[config.mk]
export PLATFORM = sky130hd
export DESIGN_NAME = largest_count_first_selector
export DESIGN_NICKNAME = d
export VERILOG_FILES = /design/src/design/lcfs_pkg.sv /design/src/design/largest_count_first_selector.sv /design/src/design/lcfs_table.sv /design/src/design/lcfs_argmax.sv
export SDC_FILE = /design/constraint.sdc
export NUM_CORES = 2
export LEC_CHECK = 0
export ABC_AREA = 1
export BUFFER_PORTS_ARGS = -buffer_cell sky130_fd_sc_hd__buf_4
export CORE_UTILIZATION = 40
export CTS_CLUSTER_DIAMETER = 150
export DETAILED_ROUTE_END_ITERATION = 10
export PLACE_DENSITY = 0.55
export SLEW_MARGIN = 10
export SYNTH_ARGS = -nofsm -noshare
export SYNTH_HDL_FRONTEND = slang
export SYNTH_SLANG_ARGS = --single-unit
[constraint.sdc]
create_clock -name i_clk -period 23.8 [get_ports i_clk]
set_input_delay 3.57 -clock i_clk [delete_from_list [all_inputs] [get_ports i_clk]]
set_output_delay 3.57 -clock i_clk [all_outputs]
set_load 0.005 [all_outputs]
[src/design/lcfs_pkg.sv]
// Shared types and constants of the largest-count-first selector.
package lcfs_pkg;

    localparam int NUM_ENTRIES = 32;
    localparam int COUNT_BITS  = 16;
    localparam int IDX_W       = $clog2(NUM_ENTRIES);
    localparam int LEAVES      = 1 << IDX_W;
    localparam int PORT_IDX_W  = 5;
    localparam int CMP_W       = ((IDX_W > PORT_IDX_W) ? IDX_W : PORT_IDX_W) + 1;

    typedef enum logic {
        CMD_LOAD = 1'b0,
        CMD_TAKE = 1'b1
    } t_cmd;

    typedef logic [NUM_ENTRIES-1:0][COUNT_BITS-1:0] t_count_array;

    typedef struct packed {
        logic                  load_en;
        logic                  take_en;
        logic [PORT_IDX_W-1:0] load_idx;
        logic [COUNT_BITS-1:0] load_value;
        logic [IDX_W-1:0]      take_idx;
    } t_table_ctl;

endpackage

[src/design/largest_count_first_selector.sv]
// Top level of the largest-count-first selector: handshake registers and assertions.
//
// The block keeps a table of per-entry counts, all zero after reset. A load
// transaction (cmd 0) writes count_value into entry entry_index; indices past
// the table are ignored. A take transaction (cmd 1) picks the entry with the
// largest nonzero count, the highest index among equals, returns it with found
// set and decrements that count; on an empty table it returns found 0 and
// index 0 and leaves the table alone. Every transaction yields exactly one
// result, and a load returns found 0 and index 0. The block accepts one
// transaction per cycle while the input is not stalled; its result shows at the
// outputs from the result register. While the transaction sits in the input
// register, the comparator tree and decrement read and update the count
// registers, and the result register captures the outcome as the transaction
// leaves the input register, so each take sees the effect of the transaction
// before it. While a result waits under stall, the input register can still
// take one more transaction; only after that is the input stalled.
module largest_count_first_selector (
    input  logic                              i_clk,
    input  logic                              i_rst_n,
    input  logic                              i_in_valid,
    output logic                              o_in_stall,
    input  logic                              i_cmd,
    input  logic [lcfs_pkg::PORT_IDX_W-1:0]   i_entry_index,
    input  logic [15:0]                       i_count_value,
    output logic                              o_out_valid,
    input  logic                              i_out_stall,
    output logic [lcfs_pkg::PORT_IDX_W-1:0]   o_chosen_index,
    output logic                              o_found
);

    // Input register stage.
    logic                              r_in_valid;
    lcfs_pkg::t_cmd                    r_cmd;
    logic [lcfs_pkg::PORT_IDX_W-1:0]   r_idx;
    logic [15:0]                       r_value;

    // Result register stage.
    logic                              r_out_valid;
    logic [lcfs_pkg::PORT_IDX_W-1:0]   r_out_idx;
    logic                              r_out_found;

    logic                              w_out_free;
    logic                              w_adv;
    logic                              w_found;
    logic [lcfs_pkg::IDX_W-1:0]        w_pick;
    lcfs_pkg::t_count_array            w_counts;
    lcfs_pkg::t_table_ctl              w_ctl;
    logic                              w_take_hit;

    // The result register can take a new transaction when it is empty or
    // its current one leaves this cycle.
    assign w_out_free = !r_out_valid || !i_out_stall;
    assign w_adv      = r_in_valid && w_out_free;
    assign o_in_stall = r_in_valid && !w_out_free;

    // The table only changes on the cycle the transaction moves forward.
    assign w_take_hit       = w_adv && (r_cmd == lcfs_pkg::CMD_TAKE) && w_found;
    assign w_ctl.load_en    = w_adv && (r_cmd == lcfs_pkg::CMD_LOAD);
    assign w_ctl.take_en    = w_take_hit;
    assign w_ctl.load_idx   = r_idx;
    assign w_ctl.load_value = lcfs_pkg::COUNT_BITS'(r_value);
    assign w_ctl.take_idx   = w_pick;

    lcfs_table u_table (
        .i_clk    (i_clk),
        .i_rst_n  (i_rst_n),
        .i_ctl    (w_ctl),
        .o_counts (w_counts)
    );

    lcfs_argmax u_argmax (
        .i_counts (w_counts),
        .o_found  (w_found),
        .o_pick   (w_pick)
    );

    always_ff @(posedge i_clk) begin
        if (!i_rst_n) begin
            r_in_valid  <= 1'b0;
            r_out_valid <= 1'b0;
        end else begin
            if (!o_in_stall) begin
                r_in_valid <= i_in_valid;
            end
            if (w_out_free) begin
                r_out_valid <= r_in_valid;
            end
        end
    end

    always_ff @(posedge i_clk) begin
        if (i_in_valid && !o_in_stall) begin
            r_cmd   <= lcfs_pkg::t_cmd'(i_cmd);
            r_idx   <= i_entry_index;
            r_value <= i_count_value;
        end
        if (w_adv) begin
            if ((r_cmd == lcfs_pkg::CMD_TAKE) && w_found) begin
                r_out_idx   <= lcfs_pkg::PORT_IDX_W'(w_pick);
                r_out_found <= 1'b1;
            end else begin
                r_out_idx   <= '0;
                r_out_found <= 1'b0;
            end
        end
    end

    assign o_out_valid    = r_out_valid;
    assign o_chosen_index = r_out_idx;
    assign o_found        = r_out_found;

    // A result without a found entry always reports index zero.
    a_notfound_zero: assert property (@(posedge i_clk) disable iff (!i_rst_n)
        (r_out_valid && !r_out_found) |-> (r_out_idx == '0))
        else $error("result without found carries a nonzero index");

    // The input stage only holds back the sender when it holds a transaction.
    a_stall_needs_item: assert property (@(posedge i_clk) disable iff (!i_rst_n)
        !r_in_valid |-> !o_in_stall)
        else $error("input stalled while the input register is empty");

    // The picked entry always holds a nonzero count.
    a_pick_nonzero: assert property (@(posedge i_clk) disable iff (!i_rst_n)
        w_found |-> (w_counts[w_pick] != '0))
        else $error("comparator tree picked an empty entry");

    // A successful take lowers the picked count by exactly one.
    a_take_decrements: assert property (@(posedge i_clk) disable iff (!i_rst_n)
        w_take_hit |=> (w_counts[$past(w_pick)] ==
            lcfs_pkg::COUNT_BITS'($past(w_counts[w_pick]) - lcfs_pkg::COUNT_BITS'(1))))
        else $error("take did not decrement the picked count");

endmodule

[src/design/lcfs_table.sv]
// Count table: one register per entry, written by loads and decremented by takes.
module lcfs_table (
    input  logic                 i_clk,
    input  logic                 i_rst_n,
    input  lcfs_pkg::t_table_ctl i_ctl,
    output lcfs_pkg::t_count_array o_counts
);

    lcfs_pkg::t_count_array r_counts;
    lcfs_pkg::t_count_array n_counts;

    // Loads and takes never occur together; each entry decodes its own write.
    always_comb begin
        n_counts = r_counts;
        for (int k = 0; k < lcfs_pkg::NUM_ENTRIES; k++) begin
            if (i_ctl.load_en &&
                (lcfs_pkg::CMP_W'(i_ctl.load_idx) == lcfs_pkg::CMP_W'(k))) begin
                n_counts[k] = i_ctl.load_value;
            end else if (i_ctl.take_en &&
                (lcfs_pkg::CMP_W'(i_ctl.take_idx) == lcfs_pkg::CMP_W'(k))) begin
                n_counts[k] = r_counts[k] - lcfs_pkg::COUNT_BITS'(1);
            end
        end
    end

    always_ff @(posedge i_clk) begin
        if (!i_rst_n) begin
            r_counts <= '0;
        end else begin
            r_counts <= n_counts;
        end
    end

    assign o_counts = r_counts;

endmodule

[src/design/lcfs_argmax.sv]
// Comparator tree that finds the highest-index entry holding the largest count.
module lcfs_argmax (
    input  lcfs_pkg::t_count_array        i_counts,
    output logic                          o_found,
    output logic [lcfs_pkg::IDX_W-1:0]    o_pick
);

    logic [lcfs_pkg::COUNT_BITS-1:0] w_cnt [lcfs_pkg::IDX_W+1][lcfs_pkg::LEAVES];
    logic [lcfs_pkg::IDX_W-1:0]      w_idx [lcfs_pkg::IDX_W+1][lcfs_pkg::LEAVES];

    // Padding leaves hold zero and can never win against a real nonzero count.
    for (genvar k = 0; k < lcfs_pkg::LEAVES; k++) begin : g_leaf
        if (k < lcfs_pkg::NUM_ENTRIES) begin : g_real
            assign w_cnt[0][k] = i_counts[k];
        end else begin : g_pad
            assign w_cnt[0][k] = '0;
        end
        assign w_idx[0][k] = lcfs_pkg::IDX_W'(k);
    end

    // The upper (higher-index) side wins ties, which matches a low-to-high scan.
    for (genvar lv = 0; lv < lcfs_pkg::IDX_W; lv++) begin : g_level
        for (genvar n = 0; n < (lcfs_pkg::LEAVES >> (lv + 1)); n++) begin : g_node
            logic w_hi_wins;
            assign w_hi_wins = (w_cnt[lv][2*n+1] >= w_cnt[lv][2*n]);
            assign w_cnt[lv+1][n] = w_hi_wins ? w_cnt[lv][2*n+1] : w_cnt[lv][2*n];
            assign w_idx[lv+1][n] = w_hi_wins ? w_idx[lv][2*n+1] : w_idx[lv][2*n];
        end
    end

    assign o_found = (w_cnt[lcfs_pkg::IDX_W][0] != '0);
    assign o_pick  = w_idx[lcfs_pkg::IDX_W][0];

endmodule
* Yosys cells after proc, flatten, opt, wreduce, memory -nomap -nowiden
Cells that the tools add are included.
** Storage, ports and cells
- Register bits after elaboration :: 542
- Input bits :: 26
- Output and inout port bits :: 8
- Word-level logic and storage cells :: 403
** Operators by class
- Add/subtract/negate cells :: 32
- $lt $le $gt $ge :: 31
- Equality and inequality tests :: 62
- Mux-type cells :: 127
- Bitwise logic cells :: 1
- Reductions and logical operators :: 111
** Operator list (count)
- $mux W16 :: 95
- $sub A16 B1 Y16 const B :: 32
- $ge A16 B16 Y1 :: 31
- $eq A5 B5 Y1 const B :: 32
- $eq A5 B4 Y1 const B :: 16
- $mux W5 :: 15
- $logic_and A1 B1 Y1 :: 71
- $reduce_bool A2 Y1 :: 32
- $eq A5 B3 Y1 const B :: 8
- $eq A5 B2 Y1 const B :: 4
- $mux W1 :: 17
- $reduce_bool A16 Y1 :: 1
- $eq A5 B1 Y1 const B :: 2
- $logic_not A5 Y1 :: 2
- $logic_not A1 Y1 :: 4
- $logic_or A1 B1 Y1 :: 1
- $not A1 Y1 :: 1

* Logic depth before layout (Yosys ltp)
- Depth in word-level cells :: 15
- Gate-level depth with buffers :: 80
- Depth with buffers taken out :: 74

* By module
Synthesis repeated with hierarchy kept, for this count alone.
** Second synthesis, totals
- Cell total of the unflattened synthesis :: 9274
- Area total of the unflattened synthesis :: 54974.0 um^2
** By module, submodules not included
- lcfs_table :: times used 1, cells an instance 5628, area an instance 32894.0 um^2, sequential area each 10249.8 um^2
- lcfs_argmax :: times used 1, cells an instance 3590, area an instance 21086.5 um^2, sequential area each 0.0 um^2
- largest_count_first_selector :: times used 1, cells an instance 56, area an instance 993.5 um^2, sequential area each 880.8 um^2

* Worst setup path after synthesis
OpenSTA, ideal clock, no wires.
- Path kind :: register -> register
- Start point :: register u_table.r_counts (netlist bit u_table.o_counts[489])
- End point :: register u_table.r_counts (netlist bit u_table.o_counts[197])
- Library setup time :: 0.070 ns
- Arrival time :: 8.124 ns
- Required time :: 23.730 ns
- Path slack :: 15.606 ns
- Stages on the path, launching flop included :: 62
- Buffers on the path :: 6
- Period minus slack after synthesis :: 8.194 ns
- Cell sequence :: dfxtp_1 > inv_1 > ha_1 > nand2_1 > inv_1 > o21bai_1 > a21oi_1 > nor2_1 > nand2_1 > buf_2 > o21ai_0 > inv_1 > ha_1 > a21oi_1 > o21ai_0 > a21oi_1 > nand3_2 > inv_2 > [... 26 more ...] > inv_1 > o21ai_1 > a21oi_1 > nor2_1 > nand2_1 > a31oi_2 > inv_2 > buf_2 > nand3_1 > nand2_1 > nor2_1 > nand2_1 > nor2_1 > nand3_4 > nand2_4 > buf_4 > nand2_1 > a21oi_1
** Between the ends
- Longest elaborated chain between the ends :: 14
- Elaborated cells on any way between the ends :: 20
- Those cells by class :: 5 x order compare; 1 x eq/ne; 10 x mux; 4 x reduce/logical
** Ends and longest elaborated chain
- start, declared :: line lcfs_table.sv:9 : lcfs_pkg::t_count_array r_counts;
- start signal, assigned :: line lcfs_table.sv:30 : r_counts <= n_counts;
- $ge A16 B16 Y1 :: line lcfs_argmax.sv:25 : assign w_hi_wins = (w_cnt[lv][2*n+1] >= w_cnt[lv][2*n]);
- $mux W16 :: line lcfs_argmax.sv:26 : assign w_cnt[lv+1][n] = w_hi_wins ? w_cnt[lv][2*n+1] : w_cnt[lv][2*n];
- $ge A16 B16 Y1 :: line lcfs_argmax.sv:25
- $mux W16 :: line lcfs_argmax.sv:26
- $ge A16 B16 Y1 :: line lcfs_argmax.sv:25
- $mux W16 :: line lcfs_argmax.sv:26
- $ge A16 B16 Y1 :: line lcfs_argmax.sv:25
- $mux W16 :: line lcfs_argmax.sv:26
- $ge A16 B16 Y1 :: line lcfs_argmax.sv:25
- $mux W16 :: line lcfs_argmax.sv:26
- $reduce_bool A16 Y1 :: line lcfs_argmax.sv:31 : assign o_found = (w_cnt[lcfs_pkg::IDX_W][0] != '0);
- $logic_and A1 B1 Y1 :: line largest_count_first_selector.sv:57 : assign w_take_hit = w_adv && (r_cmd == lcfs_pkg::CMD_TAKE) && w_found;
- $logic_and A1 B1 Y1 * :: line lcfs_table.sv:19 : end else if (i_ctl.take_en &&
- $reduce_bool A2 Y1 (no line) *
Every way passes the cells marked *; elsewhere a longest branch is shown, timed or not.
A chain may end at the register's enable or synchronous reset.

* Worst setup path after layout
- Start point :: register u_table.r_counts (netlist bit u_table.o_counts[365])
- End point :: register u_table.r_counts (netlist bit u_table.o_counts[321])
The elaborated chain is that of the path after synthesis.

==> out/metrics.cfg <==
[routing]
drt_first_pass_iters=8
wl_microns=213000
drtIter0Drc=6269
wl_per_cell_microns=20.1
viasPerCell=5.54
ant_nets=0
drcViolationCount=0
vias=58600

[worst_setup_path]
crit_path_start=u_table.o_counts[365]
endpoint_kind=flip-flop
r2r_end=u_table.o_counts[321]
r2r_slack_ns=10.65
required_ns=24.38
crit_arrival_ns=13.73
reg2regPathDepth=57
crit_buf_inv=10
start_kind=flip-flop
cpMostUsedCell=nand2_1
cp_slowest_cell=o21ai_0
crit_fanout=24
worst-setup-path-type=reg2reg
slowest_delay_ns=0.78
cp_top_family=simple AND/OR/NAND/NOR gates
r2r-start=u_table.o_counts[365]

[timing]
worst_slew_pin_slew_ns=1.18
fin_ws_ns=10.65
period_share_pct=55.2
relSlewSlack_pct=21.0
setup_viol=0
whs_ns=0.475
drv_slew=0
setup_tns_ns=0
clock_skew_ns=0.0362
hold_violations=0
fmaxAchievable_mhz=76.1
rsz0062_at_grt=no
layout_min_cycle_time_ns=13.15

[clock_network]
cts.clk_slew.worst_paths_ns=0.06
cts_num_sinks=542
cts_buffer_depth=3
numCtsBuffers=77
worstSkewPairLatency_ns=0.71
ctsHoldBuffers=0
cts_htree_levels=3
cts_root_buf=clkbuf_16
tritoncts=built
post_cts_buffers=0
cts_resized=0

[grt]
antenna_found_initial=10
grt_max_degree=132
grt_pass1_vias=51600
grt_pass1_wl_microns=318000
gr-total-overflow=0
grt_use_total_pct=29.9

[hold_path]
worstHoldPathType=reg2reg
hold_start=r_in_valid
min_to=o_out_valid
holdPathStages=2

[place]
dpl.cell_count=10400
place.port_buffers=33
dp_slack_ns=11.14
detailed_place_hpwl_microns=154000
routabilityCongestion=0.997

[floorplanning]
start_util_pct=40.3
num_rows=135
die_area_sq_um=138000
floorplan.die.width_microns=372
die-height_microns=372
core-area_sq_um=136000
num_io_pins=34

[yosys]
avgSynthCellArea_sq_um=6.10
seq_area_frac_synth_pct=20.3
yosys.cell_types.count=58
synth_nets=9528
yosys_warnings=0
synth_edf_count=28
synthCells=8974
ys_ff_latch=542
synthArstFlopShare_pct=0
syn-cell-area_sq_um=54700
ys.flop_type=dfxtp_1

[cells_and_area]
post_route_cells_drive_above_1_share_pct=4.90
nNetsFinal=9292
multi_input_area_sq_um=37700
syn_to_final_growth_pct=6.18
fin_cells=10600
n_fill_cell=14700
regArea_sq_um=11100

[run_status]
outcome=finished clean

[job]
max_cap_violations=0

==> worst max path at each step <==
stage	depth (start not counted)	to	slack, ns
final	57	u_table.o_counts[321]	10.65
after global routing	61	u_table.o_counts[320]	9.93
after CTS	59	u_table.o_counts[321]	11.07
after detailed placement	59	u_table.o_counts[321]	11.14
after global placement	57	u_table.o_counts[320]	11.23
after floorplan	61	u_table.o_counts[197]	15.61
==> state kept, by name, indices dropped and copies added, names as in the netlist <==
name,flops
u_table.o_counts,512
r_value,16
o_chosen_index,5
r_idx,5
o_found,1
o_out_valid,1
r_cmd,1
r_in_valid,1
==> worst register-to-register path, delay by kind of cell, from the launching register on <==
kind,cells,cell delay (ns)
AND/OR/NAND/NOR,30,6.63
AO/OA/AOI/OAI,12,2.35
buffers and inverters,10,2.13
adder cells (fa/ha/maj),5,1.53
flip-flops,1,0.39
==> metal layers <==
layer / track usage (%) / vias up / share of wire, %
met1: 43.1 / 27200 / 47
met3: 4.11 / 248 / 7.6
met2: 45.6 / 2056 / 43
met4: 8.79 / 6 / 2.7
li1: - / 29100 / -
met5: 0 / - / 0.021
==> Yosys cell counts (15+ instances only) <==
library cell,n,share of area (%)
nand2_1,2138,15
nand3_1,1230,11
inv_1,964,6.6
nor2_1,863,5.9
a21oi_1,676,6.2
o21ai_0,640,5.9
ha_1,528,12
dfxtp_1,514,19
clkbuf_1,226,1.6
xor2_1,180,2.9
and2_1,149,1.7
nor3_1,112,1.0
buf_2,79,0.72
o21ai_1,66,0.60
buf_4,63,0.86
nand4_1,59,0.67
o22ai_1,44,0.50
a31oi_1,42,0.48
inv_2,31,0.21
nand2_4,29,0.60
edfxtp_1,28,1.5
nand3_4,28,0.90
nor4_1,27,0.31
o21a_1,27,0.37
nand2_2,26,0.30
buf_6,25,0.51
nand3_2,24,0.44
o21bai_1,24,0.33
a21oi_2,18,0.29
o21ai_2,15,0.24
==> per-stage QoR <==
step / cell area [sq um] / utilization, %
after floorplan: 54700 / -
after global placement: 55500 / 40.9
after detailed placement: 55500 / 40.9
after CTS: 58100 / 42.8
after global routing: 58100 / 42.8
final: 58100 / 42.8
==> cells in the final DEF, fill, tap and decap left out, drive strengths merged <==
cell      netlist  final
diode           0      2
inv           996    998
o21a           27     27
o211ai          8      8
a31oi          43     43
clkbuf        226    111
xnor2           7      7
or3             1      1
mux2i          14     14
nor4b           1      1
nand2        2195   2195
a21o            1      1
clkinvlp        0      2
dfxtp         514    514
a21boi          3      3
nand4          59     59
o31ai           3      3
and3            2      2
nor2          879    879
clkinv          8     22
ha            528    528
nand3b          3      3
buf           179     90
o22ai          44     44
o21ai         721    721
nand3        1282   1282
or2            10     10
o21bai         24     24
bufinv          0      7
and2          149    149
nor3          114    114
a21oi         696    696
nor4           29     29
edfxtp         28     28
xor2          180    180
==> cell families (layout without fill, tap and decap cells) <==
group,Yosys count,in the layout,share of synthesized area (%)
AOI/OAI and AO/OA,1570,1570,15.1
xor gates and xnor gates,187,187,2.99
adders and majority gates,528,528,12.1
buffers and inverters,1409,1230,10.8
DFF,542,542,20.3
muxes,14,14,0.256
other,0,2,0
and+or+nand+nor,4724,4724,38.4
==> cell type report <==
| cell class | instances | area share, % |
|---|---|---|
| Multi-Input combinational cell | 7023 | 64.9 |
| Sequential cell | 542 | 19.2 |
| Inverter | 1004 | 6.50 |
| Clock buffer | 111 | 3.88 |
| Tap cell | 1781 | 3.84 |
| Timing Repair Buffer | 90 | 1.17 |
| Clock inverter | 25 | 0.571 |
| Antenna cell | 2 | 0.00861 |
Power is not shown: default switching activity piles up to over one toggle a cycle in this logic, so the estimate is an artifact.
